`src/amp_pkg.sv`:
```
// Shared types, codes and pattern tables for the alarm pulse-pattern block.
// No dependencies; the files that use it refer to it by scoped names.
`default_nettype none

package amp_pkg;

  // Command codes
  localparam logic [1:0] CMD_TICK   = 2'd0;
  localparam logic [1:0] CMD_STOP   = 2'd1;
  localparam logic [1:0] CMD_UPDATE = 2'd2;

  // Tone codes
  localparam logic [1:0] TONE_SHORT  = 2'd0;
  localparam logic [1:0] TONE_DOUBLE = 2'd1;
  localparam logic [1:0] TONE_URGENT = 2'd2;
  localparam logic [1:0] TONE_PHONE  = 2'd3;

  // Configuration register indexes
  localparam int unsigned CfgIdxW  = 2;
  localparam int unsigned CfgDataW = 6;
  localparam logic [CfgIdxW-1:0] REG_ENABLED = 2'd0;
  localparam logic [CfgIdxW-1:0] REG_HOUR    = 2'd1;
  localparam logic [CfgIdxW-1:0] REG_MINUTE  = 2'd2;
  localparam logic [CfgIdxW-1:0] REG_TONE    = 2'd3;

  localparam logic [4:0] MAX_HOUR   = 5'd23;
  localparam logic [5:0] MAX_MINUTE = 6'd59;
  localparam logic [7:0] FIRE_SECOND_LIMIT = 8'd2;

  localparam int unsigned GapW = 12;
  localparam logic [GapW-1:0] PAUSE_URGENT_MS = 12'd1200;
  localparam logic [GapW-1:0] PAUSE_OTHER_MS  = 12'd2500;

  typedef struct packed {
    logic [1:0]  cmd;
    logic [15:0] day_number;
    logic [7:0]  time_hour;
    logic [7:0]  time_minute;
    logic [7:0]  time_second;
    logic [31:0] now_ms;
  } in_item_t;

  typedef struct packed {
    logic vibrate_pulse;
    logic alarm_fired;
    logic phone_sound;
    logic is_ringing;
  } out_item_t;

  typedef struct packed {
    logic       enabled;
    logic [4:0] hour;
    logic [5:0] minute;
    logic [1:0] tone;
  } cfg_t;

  function automatic logic [3:0] tone_pulse_count(input logic [1:0] tone);
    logic [3:0] cnt;
    case (tone)
      TONE_SHORT:  cnt = 4'd2;
      TONE_DOUBLE: cnt = 4'd6;
      TONE_URGENT: cnt = 4'd14;
      default:     cnt = 4'd3;
    endcase
    return cnt;
  endfunction

  // True where p mod 3 is 2, for a 4-bit pulse index
  function automatic logic idx_mod3_is2(input logic [3:0] p);
    logic hit;
    case (p)
      4'd2, 4'd5, 4'd8, 4'd11, 4'd14: hit = 1'b1;
      default:                        hit = 1'b0;
    endcase
    return hit;
  endfunction

  function automatic logic [GapW-1:0] tone_gap(input logic [1:0] tone, input logic [3:0] p);
    logic [GapW-1:0] gap;
    case (tone)
      TONE_URGENT: gap = idx_mod3_is2(p) ? 12'd650 : 12'd160;
      TONE_DOUBLE: gap = p[0] ? 12'd700 : 12'd220;
      TONE_SHORT:  gap = 12'd500;
      default:     gap = 12'd750;
    endcase
    return gap;
  endfunction

endpackage

`default_nettype wire

```
`src/alarm_match_pulse_pattern.sv`:
```
// Top level of the alarm pulse-pattern block: input register, ringing control,
// result register. Depends on amp_pkg, amp_cfg_regs and amp_ring_ctrl.
//
//   channel | ports                          | beat
//   --------+--------------------------------+------------------------------
//   input   | in_valid, in_ready, in_data    | one command with time fields
//   result  | out_valid, out_ready, out_data | one pulse/status word per item
//   config  | cfg_we, cfg_idx, cfg_wdata     | one register write, no wait
//
// An item passes the input register, then the result register. One item is taken
// every cycle while the result side does not stall, with the compare-and-add logic between the two.
// Reset (rst_n low, synchronous) clears the ringing state, the configuration registers
// and both stage valids. A stalled result holds; the input register still fills behind it.
`default_nettype none

module alarm_match_pulse_pattern (
  input  wire logic                         clk,
  input  wire logic                         rst_n,
  input  wire logic                         in_valid,
  output      logic                         in_ready,
  input  wire amp_pkg::in_item_t            in_data,
  output      logic                         out_valid,
  input  wire logic                         out_ready,
  output amp_pkg::out_item_t                out_data,
  input  wire logic                         cfg_we,
  input  wire logic [amp_pkg::CfgIdxW-1:0]  cfg_idx,
  input  wire logic [amp_pkg::CfgDataW-1:0] cfg_wdata
);

  amp_pkg::cfg_t      cfg;
  amp_pkg::in_item_t  s1_data_r;
  logic               s1_vld_r;
  amp_pkg::out_item_t out_data_r;
  logic               out_vld_r;
  amp_pkg::out_item_t step_result;
  logic               out_free;
  logic               advance;

  assign out_free = !out_vld_r || out_ready;
  assign advance  = s1_vld_r && out_free;
  assign in_ready = !s1_vld_r || out_free;

  amp_cfg_regs u_cfg (
    .clk       (clk),
    .rst_n     (rst_n),
    .cfg_we    (cfg_we),
    .cfg_idx   (cfg_idx),
    .cfg_wdata (cfg_wdata),
    .cfg       (cfg)
  );

  amp_ring_ctrl u_ctrl (
    .clk     (clk),
    .rst_n   (rst_n),
    .advance (advance),
    .item    (s1_data_r),
    .cfg     (cfg),
    .result  (step_result)
  );

  always_ff @(posedge clk) begin
    if (!rst_n) begin
      s1_vld_r  <= 1'b0;
      out_vld_r <= 1'b0;
    end else begin
      if (in_ready) begin
        s1_vld_r <= in_valid;
      end
      if (out_free) begin
        out_vld_r <= s1_vld_r;
      end
    end
  end

  always_ff @(posedge clk) begin
    if (in_valid && in_ready) begin
      s1_data_r <= in_data;
    end
    if (advance) begin
      out_data_r <= step_result;
    end
  end

  assign out_valid = out_vld_r;
  assign out_data  = out_data_r;

endmodule

`default_nettype wire

```
`src/amp_cfg_regs.sv`:
```
// Configuration registers of the alarm block; an out-of-range hour or minute stores zero.
// Depends on amp_pkg.
`default_nettype none

module amp_cfg_regs (
  input  wire logic                         clk,
  input  wire logic                         rst_n,
  input  wire logic                         cfg_we,
  input  wire logic [amp_pkg::CfgIdxW-1:0]  cfg_idx,
  input  wire logic [amp_pkg::CfgDataW-1:0] cfg_wdata,
  output amp_pkg::cfg_t                     cfg
);

  amp_pkg::cfg_t cfg_r, cfg_nxt;

  always_comb begin
    cfg_nxt = cfg_r;
    if (cfg_we) begin
      case (cfg_idx)
        amp_pkg::REG_ENABLED: cfg_nxt.enabled = cfg_wdata[0];
        amp_pkg::REG_HOUR: begin
          // out-of-range hour stores zero
          cfg_nxt.hour = (cfg_wdata[4:0] > amp_pkg::MAX_HOUR) ? 5'd0 : cfg_wdata[4:0];
        end
        amp_pkg::REG_MINUTE: begin
          cfg_nxt.minute = (cfg_wdata > amp_pkg::MAX_MINUTE) ? 6'd0 : cfg_wdata;
        end
        amp_pkg::REG_TONE: cfg_nxt.tone = cfg_wdata[1:0];
        default: cfg_nxt = cfg_r;
      endcase
    end
  end

  always_ff @(posedge clk) begin
    if (!rst_n) begin
      cfg_r <= '0;
    end else begin
      cfg_r <= cfg_nxt;
    end
  end

  assign cfg = cfg_r;

endmodule

`default_nettype wire

```
`src/amp_ring_ctrl.sv`:
```
// Ringing state and per-item decision: trigger match, pulse spacing and pause.
// Depends on amp_pkg. State advances only when the top level moves a beat on.
`default_nettype none

module amp_ring_ctrl (
  input  wire logic          clk,
  input  wire logic          rst_n,
  input  wire logic          advance,
  input  wire amp_pkg::in_item_t item,
  input  wire amp_pkg::cfg_t     cfg,
  output amp_pkg::out_item_t result
);

  logic        ringing_r, ringing_nxt;
  logic [3:0]  pulse_idx_r, pulse_idx_nxt;
  logic [31:0] next_time_r, next_time_nxt;
  logic [15:0] fired_day_r, fired_day_nxt;
  logic        fired_vld_r, fired_vld_nxt;

  logic                     due;
  logic                     match;
  logic                     pattern_done;
  logic [amp_pkg::GapW-1:0] step_ms;

  assign due = item.now_ms >= next_time_r;
  assign match = cfg.enabled && !ringing_r
              && (item.time_hour == {3'd0, cfg.hour})
              && (item.time_minute == {2'd0, cfg.minute})
              && (item.time_second < amp_pkg::FIRE_SECOND_LIMIT)
              && (!fired_vld_r || (fired_day_r != item.day_number));
  assign pattern_done = pulse_idx_r >= amp_pkg::tone_pulse_count(cfg.tone);

  always_comb begin
    if (pattern_done) begin
      step_ms = (cfg.tone == amp_pkg::TONE_URGENT) ? amp_pkg::PAUSE_URGENT_MS
                                                   : amp_pkg::PAUSE_OTHER_MS;
    end else begin
      step_ms = amp_pkg::tone_gap(cfg.tone, pulse_idx_r);
    end
  end

  always_comb begin
    ringing_nxt   = ringing_r;
    pulse_idx_nxt = pulse_idx_r;
    next_time_nxt = next_time_r;
    fired_day_nxt = fired_day_r;
    fired_vld_nxt = fired_vld_r;
    result        = '0;
    case (item.cmd)
      amp_pkg::CMD_STOP: begin
        ringing_nxt   = 1'b0;
        pulse_idx_nxt = 4'd0;
        next_time_nxt = 32'd0;
      end
      amp_pkg::CMD_TICK: begin
        if (match) begin
          fired_day_nxt      = item.day_number;
          fired_vld_nxt      = 1'b1;
          ringing_nxt        = 1'b1;
          pulse_idx_nxt      = 4'd0;
          next_time_nxt      = item.now_ms;
          result.alarm_fired = 1'b1;
          result.phone_sound = cfg.tone == amp_pkg::TONE_PHONE;
        end
      end
      amp_pkg::CMD_UPDATE: begin
        if (ringing_r && due) begin
          // sum wraps mod 2^32
          next_time_nxt = item.now_ms + {20'd0, step_ms};
          if (pattern_done) begin
            pulse_idx_nxt = 4'd0;
          end else begin
            result.vibrate_pulse = 1'b1;
            pulse_idx_nxt        = pulse_idx_r + 4'd1;
          end
        end
      end
      default: begin
        ringing_nxt = ringing_r;
      end
    endcase
    result.is_ringing = ringing_nxt;
  end

  always_ff @(posedge clk) begin
    if (!rst_n) begin
      ringing_r   <= 1'b0;
      pulse_idx_r <= 4'd0;
      next_time_r <= 32'd0;
      fired_vld_r <= 1'b0;
    end else if (advance) begin
      ringing_r   <= ringing_nxt;
      pulse_idx_r <= pulse_idx_nxt;
      next_time_r <= next_time_nxt;
      fired_vld_r <= fired_vld_nxt;
    end
  end

  always_ff @(posedge clk) begin
    if (advance) begin
      fired_day_r <= fired_day_nxt;
    end
  end

endmodule

`default_nettype wire

```
`config.mk`:
```
export PLATFORM = sky130hd
export DESIGN_NAME = alarm_match_pulse_pattern
export DESIGN_NICKNAME = d
export VERILOG_FILES = /design/src/amp_pkg.sv /design/src/alarm_match_pulse_pattern.sv /design/src/amp_cfg_regs.sv /design/src/amp_ring_ctrl.sv
export SDC_FILE = /design/constraint.sdc
export NUM_CORES = 1
export LEC_CHECK = 0
export BUFFER_PORTS_ARGS = -buffer_cell sky130_fd_sc_hd__buf_2
export CAP_MARGIN = 20
export CORE_ASPECT_RATIO = 0.75
export CORE_UTILIZATION = 59
export CTS_CLUSTER_DIAMETER = 50
export CTS_CLUSTER_SIZE = 24
export DETAILED_ROUTE_END_ITERATION = 16
export GPL_ROUTABILITY_DRIVEN = 0
export GPL_TIMING_DRIVEN = 0
export PLACE_DENSITY = 0.81
export SLEW_MARGIN = 20
export SYNTH_ARGS = -nofsm -noshare
export SYNTH_HDL_FRONTEND = slang
export SYNTH_SLANG_ARGS = --single-unit
```
`constraint.sdc`:
```
create_clock -name clk -period 5.5 [get_ports clk]
set_input_delay 0.825 -clock clk [delete_from_list [all_inputs] [get_ports clk]]
set_output_delay 0.825 -clock clk [all_outputs]
set_load 0.01 [all_outputs]
```
==> impl_metrics.yaml <==
floorplanning:
  die_height_um: 100.2
  ios: 93
  initial_utilization: 0.6125
  row_count: 35
  core_area_um2: 12390
  die_area_um2: 13330
  die-width_um: 133.0
critical_path:
  slowest_stage: "dfxtp_1"
  crit_buf_inv: 3
  critical_path_required_ns: 5.81
  critical-path-max-stage-delay_ns: 0.44
  crit_arrival_ns: 4.72
  setup.worst_path.class: "flip-flop to flip-flop"
  r2r_slack_ns: 1.09
  crit_top_cell: "ha_1"
  reg2regPathDepth: 17
  reg2reg_from: "u_cfg.cfg[0]$_SDFFE_PN0P_"
  cp_cell_sequence: "inv_1, ha_1, inv_1, ha_1, a31o_1, a21o_1, a2111oi_0, nor2_1, ha_1, nand2_1, nor3_2, a21oi_2, or3_1, buf_2, o41a_1, o211ai_2, mux2i_1"
  worstReg2RegEnd: "u_ctrl.next_time_r[30]$_SDFFE_PN0P_"
  cp_max_fo: 8
  crit_path_start_kind: "flip-flop"
  crit_family: "compound AO/OA/AOI/OAI gates"
  end_kind: "flip-flop"
timing:
  timing.slew.headroom: 0.4473
  rsz0062_at_grt: "no"
  slew_violations: 0
  setup_violations: 0
  period_share: 0.8023
  hold_violations: 0
  fin_tns_setup_ns: 0
  fin_skew_ns: 0.01427
  worst_slew_pin_slew_ns: 0.8282
  min_period_ns: 4.412
  fmax_ghz: 0.2266
cts:
  cts_sinks: 147
  clk_latency_ns: 0.44
  cts_resized: 0
  cts_inserted_buffers: 17
  cts_tree: "yes"
  post_cts_buffers: 0
  ctsLongestPathBuffers: 2
  root_buffer: "clkbuf_16"
  htreeDepth: 4
  holdBufCountCts: 0
  clk_pin_slew_ns: 0.07
yosys:
  synth_enable_flop_cells: 93
  syn-num-nets: 836
  ys.warnings.count: 0
  ys_top_cells_by_area: "edfxtp_1 (37%), dfxtp_1 (14%), ha_1 (8.9%)"
  ys_seq_area_frac: 0.5103
  synth_largest_area_cell: "edfxtp_1"
  ys_async_sr_fraction: 0
  synth_top_cell_area_share: 0.3679
  synth_area_um2: 7591
  netlist_instances: 694
  synthFlopType: "edfxtp_1"
  ys_ff_latch: 147
  yosysUniqueCellTypes: 67
  syn_area_per_cell_um2: 10.94
outcome:
  status: "finished clean"
detailed_routing:
  drt-total-wl_mm: 16.74
  drtIter0Drc: 436
  via_count: 5742
  ant_nets: 0
  wl_per_cell_um: 17.00
  remaining_drc_errors: 0
  vias_per_cell: 5.829
  first_pass_iters: 6
worst_hold_path:
  whs_path_depth: 2
  min_to: "u_ctrl.next_time_r[7]$_SDFFE_PN0P_"
  hold_class: "flip-flop to flip-flop"
  hold_start: "u_ctrl.next_time_r[7]$_SDFFE_PN0P_"
layout:
  nFillCells: 846
  diodes: 0
  finalNonFillerCells: 985
  final_nets: 948
  area_growth_pct: 17.39
  drive_gt1_frac: 0.1856
pwr:
  p_per_area_nw_per_um2: 298.4
  p_leak_nw: 3.469
  peakVddDrop_uv: 271.5
  total_power_w: 0.002659
place:
  io_buffers: 91
  dp_hpwl_mm: 11.94
  post-place-cells: 953
job:
  maxCapViolations: 0
global_routing:
  track_usage: 0.2666
  grt_antenna_before_repair: 0
  grt_pass1_vias: 5600
  grt.overflow.total: 0
  grt_max_degree: 59
  grt_pass1_wl_mm: 27.14
[worst max-delay path by stage]
stage	end	cells after the start	from
finish	u_ctrl.next_time_r[30]$_SDFFE_PN0P_	17	u_cfg.cfg[0]$_SDFFE_PN0P_
global route	u_ctrl.next_time_r[30]$_SDFFE_PN0P_	17	u_cfg.cfg[1]$_SDFFE_PN0P_
CTS	u_ctrl.next_time_r[30]$_SDFFE_PN0P_	17	u_cfg.cfg[0]$_SDFFE_PN0P_
detailed placement	u_ctrl.next_time_r[30]$_SDFFE_PN0P_	17	u_cfg.cfg[0]$_SDFFE_PN0P_
global placement	u_ctrl.next_time_r[30]$_SDFFE_PN0P_	17	u_cfg.cfg[0]$_SDFFE_PN0P_
floorplan	u_ctrl.next_time_r[30]$_SDFFE_PN0P_	17	u_cfg.cfg[0]$_SDFFE_PN0P_
[cell usage after synthesis (5+ instances only)]
cell	instances
a21oi_1	35
a22oi_1	8
and2_1	7
clkbuf_1	13
dfxtp_1	54
edfxtp_1	93
ha_1	54
inv_1	52
mux2_2	7
mux2i_1	36
nand2_1	78
nand2b_1	6
nand3_1	29
nand4_1	10
nor2_1	33
nor3_1	5
nor3b_1	8
nor4_1	12
o211ai_1	7
o21ai_0	16
o21ai_1	5
o31ai_1	5
xnor2_1	35
xor2_1	16
[cell type report]
class                      instances  area [µm²]  area share
buffer                            18       108.9     0.01222
clock buffer                      17       425.4     0.04774
clock inverter                    15       185.2     0.02078
inverter                          54       202.7     0.02275
multi-input combinational        475        3413      0.3830
sequential                       147        3874      0.4347
tap                              166       207.7     0.02331
timing repair buffer              93       494.2     0.05546
[placed cells by master, fill, tap and decap left out, drive strengths merged, types with 7 or more instances in the layout]
cell / synthesis / final
a21oi: 37 / 37
a22oi: 8 / 8
and2: 7 / 7
buf: 5 / 98
clkbuf: 13 / 30
dfxtp: 54 / 54
edfxtp: 93 / 93
ha: 54 / 54
inv: 53 / 60
mux2: 7 / 7
mux2i: 36 / 36
nand2: 78 / 78
nand3: 29 / 29
nand4: 10 / 10
nor2: 33 / 33
nor3b: 8 / 8
nor4: 12 / 12
o211ai: 8 / 8
o21ai: 22 / 22
xnor2: 35 / 35
xor2: 16 / 16
[worst register-to-register path: cells and delay by family, from the launching register on]
family	cells	cell delay, ns
AO/OA/AOI/OAI	6	1.69
flip-flops	1	0.44
AND/OR/NAND/NOR	4	0.79
adder cells (fa/ha/maj)	3	0.97
multiplexers	1	0.08
buffers and inverters	3	0.31
[per-stage QoR]
stage               hold slack [ns]    util  area [µm²]  setup slack (ns)
finish                       0.4618  0.7190        8911             1.088
global route                 0.4825  0.7190        8911            0.8715
CTS                          0.4632  0.7190        8911             1.115
detailed placement           0.4554  0.6698        8300             1.160
global placement             0.4458  0.6660        8254             1.210
floorplan                    0.4347       -        7591             1.588
[sequential cells by signal, summed over array words and instances, names as in the netlist]
name	count
out_data	4
out_valid	1
s1_data_r	73
s1_vld_r	1
u_cfg.cfg	14
u_ctrl.fired_day_r	16
u_ctrl.fired_vld_r	1
u_ctrl.next_time_r	32
u_ctrl.pulse_idx_r	4
u_ctrl.ringing_r	1
[report_power, final]
part	total [W]	internal (W)	switching, W
Clock	0.00117	0.000650	0.000523
Sequential	0.00125	0.00122	0.0000306
Combinational	0.000238	0.000104	0.000134
Total	0.00266	0.00197	0.000688
[cells by family (layout without fill, tap and decap cells)]
group | count (synthesis) | after routing | share of synthesized area
xor gates and xnor gates | 51 | 51 | 0.05884
and+or+nand+nor | 209 | 209 | 0.1352
DFF | 147 | 147 | 0.5103
adders and majority gates | 55 | 55 | 0.09164
muxes | 43 | 43 | 0.05786
AOI/OAI and AO/OA | 117 | 117 | 0.1052
buffers and inverters | 72 | 197 | 0.04104
[routing by layer]
layer | vias up | GRT usage | routed length, µm
met5 | - | 0 | 0
met3 | 42 | 0.05303 | 1203
met1 | 2728 | 0.3403 | 7206
li1 | 2738 | - | -
met4 | 0 | 0.1273 | 408
met2 | 234 | 0.4394 | 7924
Power figures use the tool's default switching activity.
